[src/design/oxd_pkg.sv]
// Shared constants for the omni X drive wheel speed pipeline.
// No dependencies; used by oxd_prep, oxd_cell, oxd_out and the top level.
`default_nettype none

package oxd_pkg;

  // Fraction bits carried through the rotator beyond Q.12.
  localparam int unsigned EXTRA_FRAC = 16;
  localparam int unsigned CORDIC_STEPS = 24;
  // Angle word of the rotator: 2^32 per turn, signed.
  localparam int unsigned ZW = 32;
  // CORDIC gain compensation, Q30.
  localparam int unsigned GAIN_BITS = 31;
  localparam logic signed [GAIN_BITS-1:0] GAIN_Q30 = 31'sd652032874;

  // Quadrant codes removed ahead of the rotator.
  localparam logic [1:0] QUAD_0   = 2'd0;
  localparam logic [1:0] QUAD_90  = 2'd1;
  localparam logic [1:0] QUAD_180 = 2'd2;
  localparam logic [1:0] QUAD_270 = 2'd3;

  // Arctangent of 2^-i in 2^32-per-turn units.
  localparam logic signed [ZW-1:0] ATAN_TURN [CORDIC_STEPS] = '{
    32'sd536870912, 32'sd316933406, 32'sd167458907, 32'sd85004756,
    32'sd42667331,  32'sd21354465,  32'sd10679838,  32'sd5340245,
    32'sd2670163,   32'sd1335087,   32'sd667544,    32'sd333772,
    32'sd166886,    32'sd83443,     32'sd41722,     32'sd20861,
    32'sd10430,     32'sd5215,      32'sd2608,      32'sd1304,
    32'sd652,       32'sd326,       32'sd163,       32'sd81
  };

endpackage

`default_nettype wire

[src/design/oxd_cell.sv]
// One CORDIC rotation step with its own pipeline register.
// Depends on oxd_pkg.
`default_nettype none

module oxd_cell #(
  parameter int unsigned VELOCITY_BITS = 16,
  parameter int unsigned W = 35,
  parameter int unsigned STEP = 0
) (
  input  wire logic                          clk_i,
  input  wire logic                          rst_ni,
  input  wire logic                          valid_i,
  output logic                               ready_o,
  input  wire logic signed [W-1:0]           x_i,
  input  wire logic signed [W-1:0]           y_i,
  input  wire logic signed [oxd_pkg::ZW-1:0] z_i,
  input  wire logic signed [VELOCITY_BITS-1:0] rate_i,
  output logic                               valid_o,
  input  wire logic                          ready_i,
  output logic signed [W-1:0]                x_o,
  output logic signed [W-1:0]                y_o,
  output logic signed [oxd_pkg::ZW-1:0]      z_o,
  output logic signed [VELOCITY_BITS-1:0]    rate_o
);
  import oxd_pkg::*;

  localparam logic signed [ZW-1:0] ANGLE = ATAN_TURN[STEP];

  logic valid_q;
  logic signed [W-1:0] dx, dy, x_d, y_d;
  logic signed [ZW-1:0] z_d;

  assign dx = y_i >>> STEP;
  assign dy = x_i >>> STEP;

  // rotate toward zero residual angle
  always_comb begin
    if (!z_i[ZW-1]) begin
      x_d = x_i - dx;
      y_d = y_i + dy;
      z_d = z_i - ANGLE;
    end else begin
      x_d = x_i + dx;
      y_d = y_i - dy;
      z_d = z_i + ANGLE;
    end
  end

  assign ready_o = !valid_q || ready_i;

  always_ff @(posedge clk_i or negedge rst_ni) begin
    if (!rst_ni) begin
      valid_q <= 1'b0;
    end else if (ready_o) begin
      valid_q <= valid_i;
    end
  end

  always_ff @(posedge clk_i) begin
    if (valid_i && ready_o) begin
      x_o    <= x_d;
      y_o    <= y_d;
      z_o    <= z_d;
      rate_o <= rate_i;
    end
  end

  assign valid_o = valid_q;

endmodule

`default_nettype wire

[config.mk]
export PLATFORM = sky130hd
export DESIGN_NAME = oxd_cell
export DESIGN_NICKNAME = d
export VERILOG_FILES = /design/src/design/oxd_pkg.sv /design/src/design/oxd_cell.sv
export SDC_FILE = /design/constraint.sdc
export NUM_CORES = 1
export LEC_CHECK = 0
export ABC_AREA = 0
export BUFFER_PORTS_ARGS = -buffer_cell sky130_fd_sc_hd__buf_2
export CAP_MARGIN = 20
export CORE_MARGIN = 8
export CORE_UTILIZATION = 33
export CTS_CLUSTER_DIAMETER = 100
export DETAILED_ROUTE_END_ITERATION = 10
export GPL_TIMING_DRIVEN = 0
export PLACE_DENSITY_LB_ADDON = 0.2
export RECOVER_POWER = 25
export SKIP_LAST_GASP = 1
export SLEW_MARGIN = 20
export SYNTH_ARGS = -nofsm -noshare
export SYNTH_HDL_FRONTEND = slang
export SYNTH_SLANG_ARGS = --single-unit
[constraint.sdc]
create_clock -name clk_i -period 8.2 [get_ports clk_i]
set_clock_uncertainty 0.15 [all_clocks]
set_input_delay 1.23 -clock clk_i [delete_from_list [all_inputs] [get_ports clk_i]]
set_output_delay 1.23 -clock clk_i [all_outputs]
set_load 0.01 [all_outputs]
---- Word level (Yosys, flattened, before mapping) ----
Index checks and enable logic that the tools add are counted.
W data, S select, Z words.
storage, ports and cells
  input port bits ......................... 122
  bits in registers ....................... 119
  logic and storage cells ................. 16
cells by class
  muxes and demuxes ....................... 3
  $add $sub $neg .......................... 5
  reductions and logical operators ........ 3
operator list
  operator                  number
  $mux W35                  2
  $sub A35 B35 Y35          2
  $add A35 B35 Y35          1
  $add A32 B31 Y32 const B  1
  $mux W32                  1
  $sub A32 B31 Y32 const B  1
  $logic_and A1 B1 Y1       1
  $logic_not A1 Y1          1
  $logic_or A1 B1 Y1        1

---- Logic depth before layout (Yosys ltp) ----
  depth in word-level cells ............... 3
  mapped depth ............................ 13
  depth with buffers taken out ............ 12

---- Least setup slack after synthesis ----
OpenSTA, ideal clock, no wires.
  path kind ............................... input port to flip-flop
  start ................................... input port ready_i
  end ..................................... register rate_o[0], enable pin
  required time ........................... 7560 ps
  path slack .............................. 3417 ps
  buffers on the path ..................... 0
  data arrival time ....................... 4143 ps
  stages on the path ...................... 2
  library setup time ...................... 490 ps
  path through ............................ nand2b_1 -> and2_1
on the way
  longest elaborated chain between the ends .. 2
RTL lines
  what                  line            RTL
  start, declared       oxd_cell.sv:19  input wire logic ready_i,
  $logic_or A1 B1 Y1    oxd_cell.sv:49  assign ready_o = !valid_q || ready_i;
  $logic_and A1 B1 Y1   oxd_cell.sv:60  if (valid_i && ready_o) begin
  end signal, assigned  oxd_cell.sv:64  rate_o <= rate_i;
  end, declared         oxd_cell.sv:23  output logic signed [VELOCITY_BITS-1:0] rate_o
No other way between the ends.
A chain may end at the register's enable or synchronous reset.

---- Worst setup path in the final report ----
  start ................................... input port x_i[3]
  end ..................................... register y_o[31] (data pin)
on the way
  longest elaborated chain between the ends .. 2
  elaborated cells on any way between the ends .. 3
RTL lines
  what                                                         line                            RTL
  start, declared                                              oxd_cell.sv:14                  input wire logic signed [W-1:0] x_i,
  $add A35 B35 Y35 / $sub A35 B35 Y35 (equally long branches)  oxd_cell.sv:40, oxd_cell.sv:44
  $mux W35 (*)                                                 oxd_cell.sv:38                  if (!z_i[ZW-1]) begin
  net y_d[31]                                                  oxd_cell.sv:30                  logic signed [W-1:0] dx, dy, x_d, y_d;
  end signal, assigned                                         oxd_cell.sv:62                  y_o <= y_d;
  end, declared                                                oxd_cell.sv:21                  output logic signed [W-1:0] y_o,
Mark *: on every way through the listed nets, which the timed path passes. The rest lies on a longest branch.

==> results.yml <==
run_status:
  status: "complete, but fails checks"
  failed_checks: "capacitance limit, slew limit"
cells_and_area:
  fin_util_pct: 41.5
  fin_nets: 1599
  syn_to_final_growth_pct: 23.6
  final_layout_size_suffix_gt1_share_pct: 21.6
  fin_cells: 1773
floorplanning:
  rows: 63
  fp.dieW_um: 190
  pin_count: 242
  die-area_um2: 36000
  dieHeight_um: 190
  core-area_um2: 29600
  initial_utilization_pct: 33.6
power_and_ir_drop:
  p_leak_nw: 5.31
  ir_drop_uv: 147
  power_density_nw_per_um2: 185
timing:
  post-route-min-period_ns: 4.92
  max_freq_ghz: 0.203
  slew_violations: 35
  hold_viol_final: 0
  setup_viol: 0
  layout_setup_ws_ns: 3.28
  slew_headroom_pct: -60.1
  setup_tns_ns: 0
  rsz0062_at_grt: "false"
  whs_ns: 0.383
  finalCritPeriodShare_pct: 60.0
  tightest_slew_ns: 2.40
critical_path:
  setup.worst_path.start_class: "input pin"
  rr_worst_depth: 4
  max_stage_delay_ns: 1.03
  cp_slowest_cell: "o311ai_0"
  cp.buffers_inverters: 3
  end_kind: "flop"
  crit_fanout: 10
  critical_path_class: "input pin to flop"
  worstPathRequired_ns: 8.21
  crit_family: "compound AO/OA/AOI/OAI gates"
  cp_cell_sequence: "buf_2 -> inv_1 -> ha_1 -> buf_2 -> o21ai_0 -> a31oi_1 -> o21ai_0 -> o21ai_0 -> a21oi_1 -> o311ai_0 -> a31o_2 -> o21ai_0 -> xnor2_1"
  crit_arrival_ns: 4.93
  worstSetupPathDepth: 13
  cp_common_cell: "o21ai_0"
synthesis:
  synth_edf_count: 117
  synth.area.top_cells: "edfxtp_1, ha_1, a21oi_1, xnor2_1, inv_1"
  synth_top_cell_by_area: "edfxtp_1"
  syn_area_per_cell_um2: 8.99
  synthesis.nets: 1337
  netlist.area_leader.share_pct: 35.3
  synth_area_um2: 9950
  netlist_top_cells_count: "a21oi_1, edfxtp_1, inv_1, ha_1, nor2_1"
  yosysWarningCount: 0
  synthMostInstantiatedCell: "a21oi_1"
  async_flop_share_pct: 0.847
  synthCells: 1107
  synth_flop_cell: "edfxtp_1"
  ys_ff_latch: 118
  ys_types: 79
  seq_area_frac_synth_pct: 35.6
detailed_routing:
  drc: 0
  vias: 9473
  wl_per_cell_um: 20.7
  wirelength_um: 36800
  firstDrtPassIters: 5
  via_per_inst: 5.34
  drtAntennaViolNets: 0
  first_iter_violations: 802
cts:
  cts_buffer_depth: 2
  h-tree-depth: 4
  numCtsBuffers: 17
  cts_sinks: 118
  cts_tree: "yes"
  cts_resized: 0
  postCtsHoldBufs: 0
  postCtsSetupBuffers: 0
  clk_pin_slew_worst_paths_ns: 0.06
  clkLatencyLatePin_ns: 0.43
  cts_root_buf: "clkbuf_16"
grt:
  grt_pass1_vias: 9410
  antenna_found_initial: 3
  grt-ovfl-total: 0
  grt_pass1_wl_um: 55400
  grtUsageTotal_pct: 19.8
  grt_start_max_net_pins: 44
placement:
  place_ws_ns: 3.09
  gp_congestion: 0.931
  dp_hpwl_um: 29700
  port_buffers: 241
  place_inst: 1740
run:
  maxCapViolCount: 1
hold_path:
  min_path_type: "flop to flop"
  whs_path_depth: 2
==> routing by layer <==
metal / up-vias / global-route usage, % / wire length, µm
met3: 64 / 4.54 / 2810
met4: 4 / 7.04 / 927
met1: 4470 / 26.9 / 16800
met2: 428 / 30.6 / 16200
met5: - / 0 / 23
li1: 4507 / - / -
==> cell usage in the layout, fill, tap and decap left out, drive strengths merged, types with 7 or more instances in the layout <==
master / Yosys / layout
buf: 21 / 255
a21oi: 146 / 146
edfxtp: 117 / 117
inv: 110 / 113
ha: 104 / 104
nor2: 88 / 88
o21ai: 80 / 80
nand2: 65 / 65
xnor2: 60 / 60
clkbuf: 27 / 53
nand2b: 25 / 25
nor3: 23 / 23
o21bai: 21 / 21
mux2i: 18 / 18
nand3: 14 / 14
a21o: 14 / 14
a211oi: 13 / 13
nand4: 13 / 13
o31ai: 10 / 10
o21a: 10 / 10
o211ai: 8 / 8
nor2b: 8 / 8
a211o: 7 / 7
nor4: 7 / 7
o22ai: 7 / 7
clkinv: 1 / 7
==> worst paths after layout <==
check / slack (ns) / start / endpoint
max: 3.28 / x_i[3] / y_o[31]$_DFFE_PP_
min: 0.38 / valid_o$_DFFE_PN0N_ / valid_o$_DFFE_PN0N_
max reg2reg: 4.86 / valid_o$_DFFE_PN0N_ / y_o[26]$_DFFE_PP_
min reg2reg: 0.38 / valid_o$_DFFE_PN0N_ / valid_o$_DFFE_PN0N_
max in group asynchronous: 7.40 / rst_ni / valid_o$_DFFE_PN0N_
min in group asynchronous: 0.41 / rst_ni / valid_o$_DFFE_PN0N_
==> where the power goes <==
part / switching, mW / leakage (nW) / internal, mW
Clock: 0.300 / 0.301 / 0.510
Sequential: 0.0132 / 1.13 / 0.747
Combinational: 0.451 / 3.89 / 0.253
==> registers in the layout (all words and copies together) (netlist names) <==
register and flops:
x_o 34, z_o 32, rate_o 16, y_o 35, valid_o 1
==> cells by family (layout without fill, tap and decap cells) <==
group           Yosys count  count (layout)  synth area share (%)
other cells               0               1                     0
fa+ha+maj               108             108                  13.9
xor+xnor                 66              66                  5.81
simple gates            266             266                  12.9
buf+inv                 159             434                  6.30
mux                      19              19                  1.92
compound gates          371             371                  23.6
flops                   118             118                  35.6
==> stage by stage <==
step                total power, mW  cell area (µm²)
global placement               1.47            11600
finish                         2.27            12300
global route                   2.39            12300
CTS                            2.29            12300
detailed placement             1.47            11700
floorplan                      1.21             9950
==> layout make-up <==
| cell class | count | area, µm² |
|---|---|---|
| diodes | 1 | 2.50 |
| plain buffers | 48 | 210 |
| clock buffers | 17 | 425 |
| clock inverters | 15 | 203 |
| fillers | 3052 | 17300 |
| inverters | 111 | 417 |
| multi-input cells | 830 | 5790 |
| flip-flops and latches | 118 | 3540 |
| well taps | 390 | 488 |
| repair buffers | 243 | 1230 |
==> tightest hold or removal path, cell delays in order, from the launching register on <==
cell	delay, ns
dfrtp_1	0.34
nand2b_1	0.08
nand2b_1	0.08
(Power assumes the default switching activity.)
