`config.mk`:
```
export PLATFORM = sky130hd
export DESIGN_NAME = oxd_prep
export DESIGN_NICKNAME = d
export VERILOG_FILES = /design/src/design/oxd_pkg.sv /design/src/design/oxd_prep.sv
export SDC_FILE = /design/constraint.sdc
export NUM_CORES = 1
export LEC_CHECK = 0
export BUFFER_PORTS_ARGS = -buffer_cell sky130_fd_sc_hd__buf_2
export CAP_MARGIN = 30
export CORE_MARGIN = 1.5
export CORE_UTILIZATION = 48
export CTS_BUF_LIST = sky130_fd_sc_hd__clkbuf_8
export CTS_CLUSTER_SIZE = 20
export DETAILED_ROUTE_END_ITERATION = 7
export PLACE_DENSITY_LB_ADDON = 0.08
export SYNTH_ARGS = -nofsm -noshare
export SYNTH_HDL_FRONTEND = slang
export SYNTH_SLANG_ARGS = --single-unit
```
`constraint.sdc`:
```
create_clock -name clk_i -period 5.2 [get_ports clk_i]
set_clock_uncertainty 0.1 [all_clocks]
set_input_delay 0.26 -clock clk_i [delete_from_list [all_inputs] [get_ports clk_i]]
set_output_delay 0.26 -clock clk_i [all_outputs]
set_load 0.05 [all_outputs]
```
`src/design/oxd_pkg.sv`:
```
// Shared constants for the omni X drive wheel speed pipeline.
// No dependencies; used by oxd_prep, oxd_cell, oxd_out and the top level.
`default_nettype none

package oxd_pkg;

  // Fraction bits carried through the rotator beyond Q.12.
  localparam int unsigned EXTRA_FRAC = 16;
  localparam int unsigned CORDIC_STEPS = 24;
  // Angle word of the rotator: 2^32 per turn, signed.
  localparam int unsigned ZW = 32;
  // CORDIC gain compensation, Q30.
  localparam int unsigned GAIN_BITS = 31;
  localparam logic signed [GAIN_BITS-1:0] GAIN_Q30 = 31'sd652032874;

  // Quadrant codes removed ahead of the rotator.
  localparam logic [1:0] QUAD_0   = 2'd0;
  localparam logic [1:0] QUAD_90  = 2'd1;
  localparam logic [1:0] QUAD_180 = 2'd2;
  localparam logic [1:0] QUAD_270 = 2'd3;

  // Arctangent of 2^-i in 2^32-per-turn units.
  localparam logic signed [ZW-1:0] ATAN_TURN [CORDIC_STEPS] = '{
    32'sd536870912, 32'sd316933406, 32'sd167458907, 32'sd85004756,
    32'sd42667331,  32'sd21354465,  32'sd10679838,  32'sd5340245,
    32'sd2670163,   32'sd1335087,   32'sd667544,    32'sd333772,
    32'sd166886,    32'sd83443,     32'sd41722,     32'sd20861,
    32'sd10430,     32'sd5215,      32'sd2608,      32'sd1304,
    32'sd652,       32'sd326,       32'sd163,       32'sd81
  };

endpackage

`default_nettype wire

```
`src/design/oxd_prep.sv`:
```
// Front end: gain multiply, angle reduction and quadrant swap, two stages.
// Depends on oxd_pkg.
`default_nettype none

module oxd_prep #(
  parameter int unsigned VELOCITY_BITS = 16,
  parameter int unsigned ANGLE_BITS = 16,
  parameter int unsigned W = 35
) (
  input  wire logic                          clk_i,
  input  wire logic                          rst_ni,
  input  wire logic                          valid_i,
  output logic                               ready_o,
  input  wire logic signed [VELOCITY_BITS-1:0] vel_x_i,
  input  wire logic signed [VELOCITY_BITS-1:0] vel_y_i,
  input  wire logic signed [VELOCITY_BITS-1:0] rate_i,
  input  wire logic [ANGLE_BITS-1:0]         heading_i,
  output logic                               valid_o,
  input  wire logic                          ready_i,
  output logic signed [W-1:0]                x_o,
  output logic signed [W-1:0]                y_o,
  output logic signed [oxd_pkg::ZW-1:0]      z_o,
  output logic signed [VELOCITY_BITS-1:0]    rate_o
);
  import oxd_pkg::*;

  localparam int unsigned PW = VELOCITY_BITS + GAIN_BITS;
  localparam int unsigned SHIFT = 30 - EXTRA_FRAC;
  localparam int unsigned SW = PW - SHIFT;
  localparam int unsigned PAD = W - SW;
  localparam logic [ANGLE_BITS-1:0] EIGHTH = {3'b001, {(ANGLE_BITS-3){1'b0}}};

  logic signed [PW-1:0] prod_x, prod_y;
  logic [ANGLE_BITS-1:0] theta, theta_rnd, resid;
  logic [1:0] quad;

  logic v1_q, rdy1;
  logic signed [W-1:0] x1_q, y1_q;
  logic signed [ZW-1:0] z1_q;
  logic [1:0] quad_q;
  logic signed [VELOCITY_BITS-1:0] rate1_q;

  logic v2_q, rdy2;
  logic signed [W-1:0] x2_d, y2_d;

  assign prod_x = vel_x_i * GAIN_Q30;
  assign prod_y = vel_y_i * GAIN_Q30;

  // theta = eighth - heading; nearest quadrant leaves a residue within +-1/8 turn
  assign theta     = EIGHTH - heading_i;
  assign theta_rnd = theta + EIGHTH;
  assign quad      = theta_rnd[ANGLE_BITS-1 -: 2];
  assign resid     = theta - {quad, {(ANGLE_BITS-2){1'b0}}};

  assign rdy2    = !v2_q || ready_i;
  assign rdy1    = !v1_q || rdy2;
  assign ready_o = rdy1;

  always_ff @(posedge clk_i or negedge rst_ni) begin
    if (!rst_ni) begin
      v1_q <= 1'b0;
    end else if (rdy1) begin
      v1_q <= valid_i;
    end
  end

  always_ff @(posedge clk_i) begin
    if (valid_i && rdy1) begin
      x1_q    <= {{PAD{prod_x[PW-1]}}, prod_x[PW-1:SHIFT]};
      y1_q    <= {{PAD{prod_y[PW-1]}}, prod_y[PW-1:SHIFT]};
      z1_q    <= {resid, {(ZW-ANGLE_BITS){1'b0}}};
      quad_q  <= quad;
      rate1_q <= rate_i;
    end
  end

  always_comb begin
    unique case (quad_q)
      QUAD_0:   begin x2_d = x1_q;  y2_d = y1_q;  end
      QUAD_90:  begin x2_d = -y1_q; y2_d = x1_q;  end
      QUAD_180: begin x2_d = -x1_q; y2_d = -y1_q; end
      QUAD_270: begin x2_d = y1_q;  y2_d = -x1_q; end
      default:  begin x2_d = x1_q;  y2_d = y1_q;  end
    endcase
  end

  always_ff @(posedge clk_i or negedge rst_ni) begin
    if (!rst_ni) begin
      v2_q <= 1'b0;
    end else if (rdy2) begin
      v2_q <= v1_q;
    end
  end

  always_ff @(posedge clk_i) begin
    if (v1_q && rdy2) begin
      x_o    <= x2_d;
      y_o    <= y2_d;
      z_o    <= z1_q;
      rate_o <= rate1_q;
    end
  end

  assign valid_o = v2_q;

endmodule

`default_nettype wire

```
* Word-level counts from Yosys, hierarchy flattened
Index checks and enable logic that the tools add are counted.
** Cells by class
- Add/subtract/negate cells :: 5
- Multipliers :: 2
- Equal/unequal tests :: 3
- Multiplexer cells :: 2
- Reduce and logical (&&, ||, !) cells :: 7
** Operator list (count)
- 35-bit case mux with 4 select lines :: 2
- 16-bit by 30-bit multiplier with 46-bit output, second input constant :: 2
- 33-bit negation with 35-bit output :: 2
- 16-bit by 14-bit adder with 16-bit output, second input constant :: 1
- 14-bit by 16-bit subtractor with 16-bit output, first input constant :: 1
- 16-bit subtractor :: 1
- 2-bit equality test, second input constant :: 2
- 2-bit by 1-bit equality test with 1-bit output, second input constant :: 1
- 1-bit logical AND :: 2
- 1-bit zero test :: 2
- 2-bit zero test :: 1
- 1-bit logical OR :: 2
** Storage, ports and cells
- Register bits :: 204
- Input bits :: 68
- Output and inout bits :: 120
- Word-level logic and storage cells :: 30

* Longest topological paths before layout
- Depth after elaboration :: 4
- Gate-level depth with buffers :: 22

* Least setup slack after synthesis
Ideal clock, no wire load.
- Kind :: input to register
- Start point :: in vel_x_i[1]
- End point :: reg x1_q[17], data pin
- Library setup time :: 262 ps
- Arrival :: 5484 ps
- Required time :: 4838 ps
- Path slack :: -646 ps
- Cell stages on the path :: 19
- Buffers on the path :: 0
- Path through :: ha_1 > inv_1 > fa_1 > inv_1 > fa_1 > inv_1 > fa_1 > inv_1 > fa_1 > fa_1 > ha_1 > a21oi_1 > o21ai_1 > a32o_1 > or4_1 > and2_1 > a2111oi_0 > o21bai_1 > xor2_1
** On the way
- Longest elaborated chain between the ends :: 1
** Ends and longest elaborated chain
- from (decl) :: RTL line oxd_prep.sv:14 : input wire logic signed [VELOCITY_BITS-1:0] vel_x_i,
- 16-bit by 30-bit multiplier with 46-bit output :: RTL line oxd_prep.sv:46 : assign prod_x = vel_x_i * GAIN_Q30;
- via prod_x[31] :: RTL line oxd_prep.sv:33 : logic signed [PW-1:0] prod_x, prod_y;
- to (signal assigned) :: RTL line oxd_prep.sv:69 : x1_q <= {{PAD{prod_x[PW-1]}}, prod_x[PW-1:SHIFT]};
- to (decl) :: RTL line oxd_prep.sv:38 : logic signed [W-1:0] x1_q, y1_q;
The timed path passes the listed nets, and every way through them passes these cells.
A chain may end at the register's enable or synchronous reset.

* Worst setup path in the final report
- Start point :: in vel_x_i[2]
- End point :: reg x1_q[29], data pin
Same word-level chain as after synthesis.

==> flow_summary.ini <==
[place]
gp_congestion = 0.959
dp_hpwl_um = 63800
io_buffers = 171

[clock_tree]
cts_tree = built
clkLatencyLatePin_ns = 0.56
clkSinkCount = 204
clockRootBuffer = clkbuf_8
cts_max_path_buffers = 3
numCtsBuffers = 38
clk_pin_slew_ns = 0.05
htreeDepth = 2

[timing]
fin_ws_ns = -0.202
period_minus_slack_ns = 5.40
finalSetupViolCount = 15
slew-limit-headroom_pct = 34.9
slew_viol_final = 0
grt_setup_unrepaired = true
hold_viol = 0
finalCritPeriodShare_pct = 104
tightest_slew_ns = 0.970
max_freq_ghz = 0.185

[yosys]
ys_seq_area_share_pct = 24.1
syn_inst = 2443
synth_seq_cells = 204
synth_edf_count = 202
async_flop_share_pct = 0.980
ys.flop_type = edfxtp_1
synth_area_sq_mm = 0.0254
ys_types = 73
postSynthAreaPerCell_sq_um = 10.4
ys_warn_count = 0

[global_routing]
grt.overflow.total = 0
antenna_found_initial = 0
grt.total_usage_pct = 28.1
grt_pass1_wl_um = 114000
grt_max_degree = 106
first_global_vias = 20200

[routing]
drtAntennaViolNets = 0
drtIter0Drc = 1005
drc = 0
wire_per_inst_um = 19.8
dr.pass1.iters = 7
via_per_inst = 5.15
vias = 19500
drt-total-wl_um = 74700

[setup_path]
worstPathMaxFanout = 7
critPathBufInv = 3
cp.required_ns = 5.44
crit_family = adder cells
critPathLaunchType = input port
crit_arrival_ns = 5.64
worst_setup_path_end_kind = register
path_cells = buf_2 > fa_1 > fa_1 > fa_1 > fa_1 > inv_1 > fa_1 > fa_1 > inv_1 > ha_4 > nand2_2 > nor2_1 > a32o_2 > or4_4 > a32oi_4 > o31ai_4 > o21a_1 > o311ai_2
crit_path_top_delay_cell = or4_4
path_class = in -> reg
cpMostUsedCell = fa_1
slowest_delay_ns = 0.56

[floorplan]
ioPinCount = 188
start_util_pct = 48.5
fp-row-count = 84
core_area_sq_mm = 0.0524
die_w_um = 233
die_height_um = 233
die_area_sq_mm = 0.0543

[finish]
fin_nets = 3821
n_antenna_cell = 0
nFillCells = 4528
drive_above_1_share_pct = 28.3
area_growth_pct = 27.7
final_util_pct = 61.9

[run]
cap_viol_max_count = 0

[status]
status = complete, but fails checks
violations = setup timing

[min_path]
hold_path_class = in -> reg
routing by layer:
| layer | vias to the layer above | GRT usage, % | wire length [um] |
|---|---|---|---|
| met5 | - | 0 | 0 |
| met4 | 0 | 5.83 | 1480 |
| met3 | 77 | 6.84 | 5260 |
| met2 | 506 | 43.8 | 33100 |
| met1 | 9591 | 39.7 | 34900 |
| li1 | 9283 | - | - |
worst paths after layout:
path                                     from             endpoint  slack (ns)  cells past startpoint
max                                vel_x_i[2]   x1_q[29]$_DFFE_PP_       -0.20                     18
min                              heading_i[6]   z1_q[22]$_DFFE_PP_        0.04                      3
max reg2reg                 x1_q[0]$_DFFE_PP_    x_o[24]$_DFFE_PP_        1.70                     10
min reg2reg                z1_q[24]$_DFFE_PP_    z_o[24]$_DFFE_PP_        0.31                      0
max in group asynchronous              rst_ni     v1_q$_DFFE_PN0N_        4.37                      3
min in group asynchronous              rst_ni  valid_o$_DFFE_PN0P_        0.51                      3
synth_stat cells, types with 11 or more instances:
cell,number,area (sq um)
inv_1,562,2110
fa_1,354,7090
ha_1,330,4130
edfxtp_1,202,6070
a21oi_1,131,656
nor2_1,113,424
nand2_1,99,372
o21ai_0,84,420
xnor2_1,83,727
xor2_1,47,412
nor3_1,43,215
nand3_1,35,175
a21o_1,33,248
clkbuf_1,31,116
nand4_1,19,119
buf_4,17,128
a31oi_1,14,87.6
and3_1,14,87.6
nand2b_1,14,87.6
a221oi_1,13,114
o21bai_1,13,97.6
a211oi_1,12,90.1
and2_1,11,68.8
o211ai_1,11,82.6
o31ai_1,11,82.6
or2_2,11,68.8
worst register-to-register path: stages, from the launching register on:
cell      delay, ns
edfxtp_1       0.45
inv_1          0.12
ha_1           0.22
or3b_1         0.46
nor4_2         0.44
and3_1         0.30
nand2_1        0.08
or4_1          0.47
nand3_1        0.11
o21ai_0        0.13
a221oi_1       0.37
through the flow:
step	std cells	setup TNS, ns	setup slack (ns)	hold WS (ns)	cell area, sq um
after CTS	3763	-0.891	-0.169	0.0133	31700
after global routing	3781	-4.67	-0.318	0.0368	32500
after detailed placement	3651	-32.43	-0.872	-0.0538	30200
final	3781	-1.23	-0.202	0.0426	32500
after global placement	3651	-30.87	-0.762	-0.0556	30200
after floorplan	2458	-2.97	-0.328	-0.136	25800
area by class of cell:
| type | instances | area, sq um | share of cell area (%) |
|---|---|---|---|
| multi-input cells | 1632 | 18100 | 55.8 |
| flip-flops and latches | 204 | 6120 | 18.8 |
| repair buffers | 630 | 4550 | 14.0 |
| inverters | 563 | 2120 | 6.52 |
| well taps | 688 | 861 | 2.65 |
| clock buffers | 38 | 523 | 1.61 |
| clock inverters | 26 | 169 | 0.520 |
flip-flops by register name, indices dropped and copies added, names as in the netlist:
name     cells
y1_q        33
quad_q       2
x1_q        33
z_o         16
x_o         35
y_o         35
v1_q         1
rate_o      16
z1_q        16
valid_o      1
rate1_q     16
logic make-up after synthesis:
family | share of synthesized area, %
AOI/OAI and AO/OA | 9.36
xor gates and xnor gates | 4.48
adders and majority gates | 44.1
buffers and inverters | 9.48
DFF | 24.1
muxes | 0.413
other | 0.0148
and+or+nand+nor | 8.07
layout by cell type, fill, tap and decap left out, types with 16 or more instances in the layout:
cell type	count
fa_2	23
o21ai_1	18
nor3_1	37
ha_1	286
ha_4	37
fa_1	331
xor2_1	45
a21oi_1	101
buf_2	160
nand3_1	31
buf_4	413
buf_6	16
inv_2	30
nor2_1	107
a21oi_2	26
clkbuf_8	38
nand2_1	93
a21o_1	33
conb_1	16
inv_1	537
edfxtp_1	202
xnor2_1	83
o21ai_0	65
dlygate4sd3_1	33
nand4_1	19
repair_timing:
action,CTS,global route
endpoints found under the hold margin,32,0
pin swaps,49,69
resized for setup,89,146
hold buffers,33,0
endpoints found under the setup margin,28,41
gates cloned,1,0
buffers inserted,14,18
Power is left out: the tool's default activity adds up to more than one toggle a clock period on the data nets, which glitch-free logic cannot reach.
