**src/design/oxd_pkg.sv**
```systemverilog
// Shared constants for the omni X drive wheel speed pipeline.
// No dependencies; used by oxd_prep, oxd_cell, oxd_out and the top level.
`default_nettype none

package oxd_pkg;

  // Fraction bits carried through the rotator beyond Q.12.
  localparam int unsigned EXTRA_FRAC = 16;
  localparam int unsigned CORDIC_STEPS = 24;
  // Angle word of the rotator: 2^32 per turn, signed.
  localparam int unsigned ZW = 32;
  // CORDIC gain compensation, Q30.
  localparam int unsigned GAIN_BITS = 31;
  localparam logic signed [GAIN_BITS-1:0] GAIN_Q30 = 31'sd652032874;

  // Quadrant codes removed ahead of the rotator.
  localparam logic [1:0] QUAD_0   = 2'd0;
  localparam logic [1:0] QUAD_90  = 2'd1;
  localparam logic [1:0] QUAD_180 = 2'd2;
  localparam logic [1:0] QUAD_270 = 2'd3;

  // Arctangent of 2^-i in 2^32-per-turn units.
  localparam logic signed [ZW-1:0] ATAN_TURN [CORDIC_STEPS] = '{
    32'sd536870912, 32'sd316933406, 32'sd167458907, 32'sd85004756,
    32'sd42667331,  32'sd21354465,  32'sd10679838,  32'sd5340245,
    32'sd2670163,   32'sd1335087,   32'sd667544,    32'sd333772,
    32'sd166886,    32'sd83443,     32'sd41722,     32'sd20861,
    32'sd10430,     32'sd5215,      32'sd2608,      32'sd1304,
    32'sd652,       32'sd326,       32'sd163,       32'sd81
  };

endpackage

`default_nettype wire

```
**src/design/oxd_out.sv**
```systemverilog
// Back end: round the rotated vector to Q.12, form the four wheel sums,
// hold them in the output register. Depends on oxd_pkg.
`default_nettype none

module oxd_out #(
  parameter int unsigned VELOCITY_BITS = 16,
  parameter int unsigned W = 35
) (
  input  wire logic                            clk_i,
  input  wire logic                            rst_ni,
  input  wire logic                            valid_i,
  output logic                                 ready_o,
  input  wire logic signed [W-1:0]             x_i,
  input  wire logic signed [W-1:0]             y_i,
  input  wire logic signed [VELOCITY_BITS-1:0] rate_i,
  output logic                                 valid_o,
  input  wire logic                            ready_i,
  output logic signed [VELOCITY_BITS+1:0]      lf_o,
  output logic signed [VELOCITY_BITS+1:0]      rf_o,
  output logic signed [VELOCITY_BITS+1:0]      lr_o,
  output logic signed [VELOCITY_BITS+1:0]      rr_o
);
  import oxd_pkg::*;

  localparam int unsigned OW = VELOCITY_BITS + 2;
  localparam logic signed [W-1:0] HALF = W'(1) <<< (EXTRA_FRAC - 1);

  logic valid_q;
  logic signed [W-1:0] x_rnd, y_rnd, r0_full, r1_full;
  logic signed [OW-1:0] r0, r1, rate_ext;

  assign x_rnd   = x_i + HALF;
  assign y_rnd   = y_i + HALF;
  assign r0_full = x_rnd >>> EXTRA_FRAC;
  assign r1_full = y_rnd >>> EXTRA_FRAC;
  assign r0      = r0_full[OW-1:0];
  assign r1      = r1_full[OW-1:0];
  assign rate_ext = {{2{rate_i[VELOCITY_BITS-1]}}, rate_i};

  assign ready_o = !valid_q || ready_i;

  always_ff @(posedge clk_i or negedge rst_ni) begin
    if (!rst_ni) begin
      valid_q <= 1'b0;
    end else if (ready_o) begin
      valid_q <= valid_i;
    end
  end

  always_ff @(posedge clk_i) begin
    if (valid_i && ready_o) begin
      lf_o <= rate_ext + r0;
      rf_o <= rate_ext - r1;
      lr_o <= rate_ext + r1;
      rr_o <= rate_ext - r0;
    end
  end

  assign valid_o = valid_q;

endmodule

`default_nettype wire

```
**config.mk**
```make
export PLATFORM = sky130hd
export DESIGN_NAME = oxd_out
export DESIGN_NICKNAME = d
export VERILOG_FILES = /design/src/design/oxd_pkg.sv /design/src/design/oxd_out.sv
export SDC_FILE = /design/constraint.sdc
export NUM_CORES = 1
export LEC_CHECK = 0
export ABC_AREA = 1
export BUFFER_PORTS_ARGS = -buffer_cell sky130_fd_sc_hd__buf_2
export CORE_MARGIN = 10
export CORE_UTILIZATION = 50
export DETAILED_ROUTE_END_ITERATION = 6
export HOLD_SLACK_MARGIN = 0.08
export PLACE_DENSITY = 0.72
export SYNTH_ARGS = -nofsm -noshare
export SYNTH_HDL_FRONTEND = slang
export SYNTH_SLANG_ARGS = --single-unit
```
**constraint.sdc**
```tcl
create_clock -name clk_i -period 11.53 [get_ports clk_i]
set_clock_uncertainty 0.05 [all_clocks]
set_input_delay 1.153 -clock clk_i [delete_from_list [all_inputs] [get_ports clk_i]]
set_output_delay 1.153 -clock clk_i [all_outputs]
set_load 0.05 [all_outputs]
```
# Word level (Yosys, flattened, before mapping)
# Index checks and enable logic that the tools add are counted.
op_classes:
  n_addsub: 6
  reduce_logical: 3
op_table:
  columns: ["cell", "count"]
  rows:
  - ["$add 34x17->34 const B", 2]
  - ["$add 16x18->18", 2]
  - ["$sub 16x18->18", 2]
  - ["$logic_and 1x1->1", 1]
  - ["$logic_not 1->1", 1]
  - ["$logic_or 1x1->1", 1]
word_totals:
  reg_bits: 73
  elab_cells: 14

# Logic depth before layout (Yosys ltp)
# Gate-level depths: netlist (run 1).
logic_depth:
  depth_word: 3
  mapped_depth: 19

# Least setup slack after synthesis (run 1)
# No wires, ideal clock.
synth_path:
  path_kind: "input to register"
  from: "input valid_i"
  to: "register lf_o[10], enable pin"
  t_arrival_ps: 4588
  setup_slack_ps: 6371
  path_stages: 2
  path_cell_list: "inv_1 -> a21oi_1"
synth_via:
  elab_chain_len: 1
synth_lines:
  columns: ["item", "line", "text"]
  rows:
  - ["start: declaration", "oxd_out.sv:11", "input wire logic valid_i,"]
  - ["$logic_and 1x1->1", "oxd_out.sv:51", "if (valid_i && ready_o) begin"]
  - ["end signal: assignment", "oxd_out.sv:52", "lf_o <= rate_ext + r0;"]
  - ["end: declaration", "oxd_out.sv:18", "output logic signed [VELOCITY_BITS+1:0] lf_o,"]
# Every way passes these cells.
# A chain may end at the register's enable or synchronous reset.

# Final worst setup path (run 1)
layout_path:
  from: "input x_i[15]"
  to: "register rr_o[16] (data pin)"
layout_via:
  elab_chain_len: 2
layout_lines:
  columns: ["item", "line", "text"]
  rows:
  - ["start: declaration", "oxd_out.sv:13", "input wire logic signed [W-1:0] x_i,"]
  - ["$add 34x17->34", "oxd_out.sv:32", "assign x_rnd = x_i + HALF;"]
  - ["$sub 16x18->18", "oxd_out.sv:55", "rr_o <= rate_ext - r0;"]
  - ["end signal: assignment", "oxd_out.sv:55", null]
  - ["end: declaration", "oxd_out.sv:21", "output logic signed [VELOCITY_BITS+1:0] rr_o"]
# Every way passes these cells.

==> metrics, run 1 <==
DIE WIDTH 140 µm; share of cells above drive strength 1 17.4%; fmax 280 MHz; Area after DPL 7970 µm²; fin crit period 3570 ps; clk_lat worst skew 340 ps; crit path DAT 3620 ps; Fillers 1,350; Core Area 14,000 µm²; routed vias 6,560; worst-path fanout max 8; vias in the first global route 6,468; Synth Register Bits 71; Syn Inst Count 982; CTS Buf Count 9; Initial Utilization 51.3%; CTS H-Tree Depth 3; cell with the most instances after synthesis nand2_1; global-route wire length before repair 30,900 µm; slowest CP cell ha_1; Compound-Gate Fraction of Synth Area 7.79%; # setup viols final 0; Vias per Instance 5.07; type of the worst setup path primary input to flop; Clock transition at path regs 60 ps; Total GRT Usage 19.3%; Buffers & Inverters on Critical Path 3; max_cap viols 0; die height 140 µm; unrepaired setup endpoints after global routing false; # IOs 164; power per cell area 119 nW/µm²; Final Core Density 58.9%; Adder-Cell Fraction of Synth Area 14.9%; clk buf depth 2; Multi-input gate area 4380 µm²; FP Rows 43; crit end category flop; Hold Buf Count CTS 0; cell area after synthesis 7180 µm²; mux share of post-synthesis cell area 0%; Synth Warn # 0; Yosys top cell by area edfxtp_1; CP max stage delay 450 ps; final instance area 8230 µm²; DR iter-0 viols 357; family with the most delay on the worst path simple AND/OR/NAND/NOR gates; routability cong. 0.907; Netlist cell types 42; setup bufs post-CTS 0; initial antenna violation count 4; top post-synthesis cells by area edfxtp_1 29%, nand2_1 14%, ha_1 14%; hpwl dp 15,600 µm; part of the cycle the worst path needs 30.9%; TritonCTS clock tree yes; dpl cells 1,276; post-CTS sizing 0; DRT met1 WL 7850 µm; largest net degree at the start of global routing 71; Layout area overhead 14.7%; largest family of logic cells by synthesized area simple AND/OR/NAND/NOR gates; Critical Path RT 11,580 ps; fin nets 1,280; Die Area 19,500 µm²; gr ovfl total 0; WL per Instance 14.7 µm; Post-synth EDFFs 70; Worst-Margin Slew 876 ps; post-synthesis async set-or-reset flop share 1.41%; Synthesized Nets 1,155; leakage 0.00427 µW; Startpoint Class primary input; Worst path most repeated cell nand2_1; Synth Area in XOR/XNOR 8.00%; endpoints failing hold 0; Slew HR 41.6%; Synth top cells by count 268 x nand2_1, 140 x inv_1, 97 x nor2_1, 79 x ha_1, 73 x nand3_1; count of input and output buffers 131; Top FF cell, synth edfxtp_1; Layout Cells excl Fill 1,295; routed wl met2 9690 µm; Yosys top cell area share 29.3%; drt pass-1 iters 5; final wirelength 19,000 µm; cells along the critical path buf_2, ha_1, nand2_1, nor2_4, nand2_2, inv_2, or2_2, nand2_1, inv_1, ha_1, o21ai_0, a21oi_1, nor2_1, nor2_1, nand2_1, nand2_1, nand2_1; worst min path class primary input to async pin; CTS root buffer clkbuf_16; Routed Antenna Nets 0; highest routing layer actually used met5; met3 WL post-DR 843 µm; Sequential cell area 2130 µm²; sequential fraction of the synthesis area 29.6%; DR DRC count 0; Final Max Tran Viols 0; Mean Syn Cell Area 7.31 µm²; IR drop worst, VDD 0.0000609 V; outcome finished clean; Post-Synth Simple-Gate Area 30.3%; setup TNS 0 ps; clock sink total 71
==> registers in the layout, indices dropped and copies added (netlist names) <==
signal and cells:
lr_o 18, valid_o 1, lf_o 17, rf_o 17
rr_o 18
==> per-layer routing <==
metal	vias to the layer above	global-route usage, %
met5	-	0
met4	2	8.86
met3	41	4.01
met2	149	34.3
met1	2976	21.4
li1	3392	-
==> stage by stage <==
step	hold slack [ps]	total power [µW]	worst slack, ps
6_report	525	983	7960
5_1_grt	519	1040	7750
4_1_cts	518	989	7990
3_5_place_dp	539	737	7630
3_3_place_gp	506	733	7650
2_1_floorplan	807	642	6370
==> worst register-to-register path: stages (launching register included) <==
cell and delay, ps:
dfrtp_1 420, a21oi_4 150, buf_4 690
==> final timing paths <==
kind	start	end	slack (ps)	depth (start not counted)
setup / recovery	x_i[15]	rr_o[16]	7960	17
hold / removal	rst_ni	valid_o	520	1
setup reg to reg	valid_o	rr_o[4]	9820	2
hold reg to reg	valid_o	valid_o	520	2
max in group asynchronous	rst_ni	valid_o	10820	1
min in group clk_i	valid_o	valid_o	530	2
==> cell families after synthesis <==
| logic type | count (synthesis) |
|---|---|
| fa+ha+maj | 83 |
| xor+xnor | 63 |
| buf+inv | 169 |
| compound gates | 102 |
| flops | 71 |
| simple gates | 494 |
==> layout make-up <==
class	instances	area share (%)
clock buffer	11	2.83
timing repair buffer	132	8.05
multi-input combinational	742	53.3
antenna	3	0.0912
sequential	71	25.8
tap	180	2.74
inverter	151	6.90
clock inverter	5	0.304
==> placed cells by master (no fill, tap or decap), types with 2 or more instances in the layout <==
cell type,netlist,layout
nor2_1,97,97
xnor2_2,2,2
ha_1,79,79
a21oi_1,55,54
fa_1,4,4
xor2_1,46,46
nor2_2,7,7
buf_2,11,131
nand2_4,2,2
nand3b_1,5,5
nand3_1,73,73
clkinv_2,1,6
nor3_1,7,7
nor4_1,4,4
edfxtp_1,70,70
a21o_1,6,6
nand2_2,6,6
clkbuf_16,0,9
o21ai_0,29,29
nor2_4,6,6
o21bai_1,5,5
a21oi_2,2,2
diode_2,0,3
and2_1,2,2
inv_2,10,10
a31oi_1,2,2
nand2_1,268,268
nand3_2,3,3
inv_1,140,140
nand4_1,7,7
clkbuf_1,0,2
xnor2_1,14,14
==> report_power, final <==
group / internal, µW / switching [µW]
combinational: 110 / 288
sequential: 329 / 6.66
clock: 144 / 105
Power figures use the tool's default switching activity.
==> inputs of run 2 (changes only) <==
- PLACE_DENSITY: 0.72 -> 0.75
- clock period: 11.53 -> 3.1 ns (I/O delays scaled with it)
==> run 2 against run 1 <==
Compared with the run above: worst setup slack worse by 7500 ps; clock power grew to 3.9 times the previous value; final cell count stayed put; clock-buffer cell count is 4 higher; utilization is 0.20 points higher; design area is 0.33% higher; via count is 1.3% higher; first-iteration DRC count is 39% higher; sequential power grew to 3.7 times the previous value; global-route usage hardly changed; power grew to 3.8 times the previous value; register-to-register slack worse by 8400 ps; largest power group unchanged.
==> metrics, run 2 (synthesis results as in run 1) <==
type of the worst setup path primary input to flop; Total GRT Usage 19.3% (about the same); Initial Utilization 51.3% (unchanged); global-route wire length before repair 31,100 µm (+0.74%); Buffers & Inverters on Critical Path 3 (unchanged); drt pass-1 iters 6 (+1); Startpoint Class primary input; cells along the critical path buf_2, ha_1, nand2_1, nor2_4, nand2_2, inv_2, or2_2, nand2_1, inv_1, ha_1, o21ai_0, a21oi_1, nor2_1, nor2_1, nand2_1, nand2_1, nand2_1; family with the most delay on the worst path simple AND/OR/NAND/NOR gates; Top Registers lr_o: 18 flops, rr_o: 18 flops; Area after DPL 7980 µm² (about the same); Slew HR 41.9% (+0.29 points); part of the cycle the worst path needs 86.3%; count of input and output buffers 131 (unchanged); Final Max Tran Viols 0 (unchanged); DIE WIDTH 140 µm (unchanged); highest routing layer actually used met4; setup bufs post-CTS 0 (unchanged); routed vias 6,646 (+1.3%); share of cells above drive strength 1 17.3% (-0.12 points); fin crit period 2680 ps; Clock transition at path regs 60 ps (about the same); final instance area 8260 µm² (+0.33%); routability cong. 0.923 (+1.7%); DR DRC count 0 (unchanged); Tot Pwr 3710 µW (+280%); TritonCTS clock tree yes; # setup viols final 0 (unchanged); clock sink total 71 (unchanged); Fillers 1,342 (-0.59%); final wirelength 19,200 µm (+0.75%); fin nets 1,282 (+0.16%); Vias per Instance 5.13 (+1.3%); DRT met1 WL 7750 µm (-1.3%); Die Area 19,500 µm² (unchanged); CTS H-Tree Depth 3 (unchanged); vias in the first global route 6,589 (+1.9%); WL per Instance 14.8 µm (+0.75%); Core Area 14,000 µm² (unchanged); crit path DAT 2730 ps (-890 ps); outcome finished clean; hpwl dp 15,700 µm (+0.65%); CTS root buffer clkbuf_16; Layout area overhead 15.1%; FP Rows 43 (unchanged); unrepaired setup endpoints after global routing false; # IOs 164 (unchanged); IR drop worst, VDD 0.000272 V (+350%); Routed Antenna Nets 0 (unchanged); routed wl met2 9990 µm (+3.1%); slowest CP cell ha_1; largest net degree at the start of global routing 71 (unchanged); crit end category flop; worst min path class primary input to flop; initial antenna violation count 1 (-3); fmax 374 MHz; worst-path fanout max 8 (unchanged); post-CTS sizing 0 (unchanged); CP max stage delay 450 ps (about the same); gr ovfl total 0 (unchanged); die height 140 µm (unchanged); power per cell area 449 nW/µm² (+280%); Worst-Margin Slew 872 ps (-4.28 ps); CTS Buf Count 9 (unchanged); leakage 0.00428 µW (+0.24%); commonest cells after routing, fill and taps aside 268 x nand2_1, 140 x inv_1, 131 x buf_2; clk_lat worst skew 340 ps (about the same); hold_ws 161 ps (-364 ps); setup TNS 0 ps (unchanged); clk buf depth 2 (unchanged); Critical Path RT 3150 ps (-8430 ps); DR iter-0 viols 497 (+39%); most common cell after layout, fill and taps aside nand2_1; max_cap viols 0 (unchanged); Worst path most repeated cell nand2_1; endpoints failing hold 0 (unchanged); met3 WL post-DR 988 µm (+17%)
-- run 2: cell types whose count changed in the layout (fill, tap and decap cells not counted), sizes merged --
cell and delta:
clkbuf +4, clkinv -4, buf +1, dlygate4sd3 +1
diode -2
-- run 2: per-layer routing --
metal  GRT usage [%]  up-vias
met4            6.90        0
met5               0        -
met1            21.3     3049
li1                -     3393
met2            35.7      176
met3            3.50       28
-- run 2: layout make-up --
class                   count  area (µm²)  area share (%)
clock buffers              15         268            3.24
multi-input cells         742        4380            53.1
inverters                 151         568            6.88
repair buffers            134         681            8.24
diodes                      1        2.50          0.0303
clock inverters             1        5.00          0.0606
well taps                 180         225            2.73
flip-flops and latches     71        2130            25.7
-- run 2: worst paths after layout --
kind,from,to,slack [ps],cells after the start
worst min register to register,valid_o,valid_o,530,2
worst min-delay path,valid_i,valid_o,160,3
max in group asynchronous,rst_ni,valid_o,2670,2
worst max-delay path,x_i[15],rr_o[16],420,17
worst max register to register,valid_o,lf_o[1],1390,2
min in group asynchronous,rst_ni,valid_o,240,2
-- run 2: per-stage QoR --
step | instances | utilization, % | setup WS, ps
floorplan | 982 | - | 33.3
global placement | 1277 | 57.0 | 104
detailed placement | 1277 | 57.0 | 81.6
CTS | 1294 | 59.0 | 431
global route | 1295 | 59.1 | 170
finish | 1295 | 59.1 | 425
-- run 2: tightest hold or removal path, cell delays in order --
cell and delay (ps):
buf_2 70, inv_1 60, nand2_1 70
-- run 2: timing repair --
| item | in CTS | in global routing |
|---|---|---|
| hold buffers | 1 | 0 |
| setup endpoints to repair | 0 | 0 |
| hold endpoints to repair | 1 | 0 |
-- run 2: where the power goes --
| part | switching, µW | leakage [µW] | internal (µW) |
|---|---|---|---|
| logic | 1080 | 0.00346 | 413 |
| clock network | 387 | 0.000134 | 585 |
| registers | 23.1 | 0.000680 | 1220 |
| total | 1490 | 0.00428 | 2220 |
==> inputs of run 3 (changes only) <==
- ABC_AREA: 1 -> 0
- CORE_UTILIZATION: 50 -> 49
==> run 3 against run 2 <==
Compared with the run above: clock power rose by 12%; power rose by 8.9%; utilization rose by 7.6 points; non-clock buffer count rose by 126; flip-flop and latch count did not move; register-to-register slack got worse by 170 ps; via count fell by 14%; largest power group unchanged.
==> metrics, run 3 <==
dpl cells 1,070 (-16%); DIE WIDTH 133 µm (-4.8%); clock sink total 71 (unchanged); CTS H-Tree Depth 3 (unchanged); unrepaired setup endpoints after global routing true; Critical Path RT 3130 ps (-20 ps); commonest cells after routing, fill and taps aside 131 x buf_2, 127 x buf_4, 79 x ha_1; Core Area 12,600 µm² (-10%); Yosys top cell area share 33.5% (+4.2 points); clk buf depth 2 (unchanged); type of the worst setup path primary input to flop; CTS root buffer clkbuf_16; die height 133 µm (-4.8%); cell with the most instances after synthesis ha_1; gr ovfl total 0 (unchanged); Initial Utilization 49.9% (-1.4 points); vias in the first global route 5,911 (-10%); FP Rows 41 (-4.7%); initial antenna violation count 1 (unchanged); Vias per Instance 5.25 (+2.2%); Top Registers lr_o: 18 flops, rr_o: 18 flops; Tot Pwr 4040 µW (+8.9%); DR iter-0 viols 363 (-27%); sequential fraction of the synthesis area 33.9% (+4.3 points); Die Area 17,700 µm² (-9.3%); Top FF cell, synth edfxtp_1; Setup WS post-layout 175 ps (-250 ps); power per cell area 482 nW/µm² (+7.3%); endpoints failing hold 0 (unchanged); Netlist cell types 56 (+33%); Final Core Density 66.7% (+7.6 points); Yosys top cell by area edfxtp_1; TritonCTS clock tree yes; drt pass-1 iters 5 (-1); # IOs 164 (unchanged); Routed Antenna Nets 0 (unchanged); worst min path class primary input to flop; Fillers 1,047 (-22%); Final Max Tran Viols 0 (unchanged); worst-path fanout max 7 (-1); Layout Cells excl Fill 1,089 (-16%); clk_lat worst skew 340 ps (about the same); # setup viols final 0 (unchanged); Layout area overhead 33.7%; Worst-Margin Slew 783 ps (-89.5 ps); share of cells above drive strength 1 32.5% (+15 points); DR DRC count 0 (unchanged); Syn Inst Count 660 (-33%); top post-synthesis cells by area edfxtp_1 34%, ha_1 16%, xnor2_1 9.6%; Multi-input gate area 3850 µm² (-12%); post-synthesis async set-or-reset flop share 1.41% (unchanged); Startpoint Class primary input; most common cell after layout, fill and taps aside buf_2; count of input and output buffers 131 (unchanged); final wirelength 18,200 µm (-5.1%); WL per Instance 16.7 µm (+13%); outcome finished clean; cell area after synthesis 6270 µm² (-13%); fin nets 1,083 (-16%); Synth top cells by count 79 x ha_1, 70 x edfxtp_1, 69 x xnor2_1, 65 x inv_1, 53 x nor2_1; pre-CTS WS -306 ps (-388 ps); crit end category flop; fin crit period 2920 ps (+250 ps); Slew HR 47.8% (+6.0 points); global-route wire length before repair 28,500 µm (-8.2%); IR drop worst, VDD 0.000221 V (-19%); Synth Warn # 0 (unchanged); Clock transition at path regs 60 ps (about the same); routed vias 5,713 (-14%); crit path DAT 2950 ps (+220 ps); Total GRT Usage 20.0% (+0.66 points); routability cong. 0.936 (+1.4%); Synth Register Bits 71 (unchanged); max_cap viols 0 (unchanged); largest net degree at the start of global routing 42 (-41%); leakage 0.00397 µW (-7.2%); setup TNS 0 ps (unchanged); Sequential cell area 2130 µm² (unchanged); part of the cycle the worst path needs 94.3% (+8.1 points); CTS Buf Count 9 (unchanged); hpwl dp 15,000 µm (-4.5%); Synthesized Nets 833 (-28%); Post-synth EDFFs 70 (unchanged); setup bufs post-CTS 0 (unchanged); Mean Syn Cell Area 9.50 µm² (+30%); fmax 342 MHz (-8.5%)
-- run 3: cell count changes in the layout (fill, tap and decap cells not counted), sizes merged, moves of 7 or more --
cell / delta
inv: -85
xor2: -16
o21ai: -9
o21bai: +8
nand2b: +11
a31oi: +7
nor2: -57
a211oi: +7
xnor2: +53
nand2: -249
buf: +126
a21o: +13
nand3: -53
-- run 3: timing repair --
item                                    in CTS  in global routing
hold buffers                                 1                  0
endpoints found under the setup margin       0                 12
hold endpoints to repair                     1                  0
gates resized for setup                      0                 14
-- run 3: worst max-delay path: stages --
cell	delay, ps
buf_2	100
ha_1	210
nand3_1	180
nor2_1	260
xor2_1	130
ha_1	430
and3_1	260
nand4_1	110
a21oi_1	150
nor2_1	100
o21ai_0	390
a211oi_1	160
xor2_1	160
-- run 3: power by group --
group / internal (µW) / switching (µW)
logic: 632 / 1050
clock network: 702 / 389
registers: 1230 / 26.7
-- run 3: path summary, 6_finish.rpt --
kind | cells after the start | slack [ps] | startpoint | endpoint
max | 13 | 180 | y_i[15] | lr_o[17]
max in group asynchronous | 2 | 2690 | rst_ni | valid_o
min in group asynchronous | 2 | 230 | rst_ni | valid_o
max reg2reg | 3 | 1220 | valid_o | rr_o[15]
min reg2reg | 2 | 500 | valid_o | valid_o
min | 2 | 130 | valid_i | valid_o
-- run 3: area by class of cell --
type / instances / area share (%)
multi-input cells: 503 / 45.9
inverters: 65 / 2.91
clock buffers: 12 / 2.82
repair buffers: 260 / 19.6
diodes: 2 / 0.0597
flip-flops and latches: 71 / 25.4
well taps: 172 / 2.57
clock inverters: 4 / 0.836
-- run 3: per-layer routing --
| layer | share of wire (%) | global-route usage, % | up-vias |
|---|---|---|---|
| met3 | 5.1 | 3.91 | 50 |
| met2 | 50 | 35.5 | 169 |
| met5 | 0 | 0 | - |
| met4 | 3.4 | 10.1 | 0 |
| met1 | 41 | 22.2 | 2667 |
| li1 | - | - | 2827 |
-- run 3: through the flow --
step / hold slack, ps / instance area, µm²
final: 125 / 8380
after global routing: 145 / 8380
after CTS: 126 / 8310
after detailed placement: 39.0 / 8000
after global placement: 35.0 / 8000
after floorplan: -35.6 / 6270
-- run 3: cells by family after synthesis --
family / synth area share (%)
and+or+nand+nor: 12.9
AOI/OAI and AO/OA: 16.4
buffers and inverters: 5.79
xor gates and xnor gates: 14.0
adders and majority gates: 17.0
DFF: 33.9
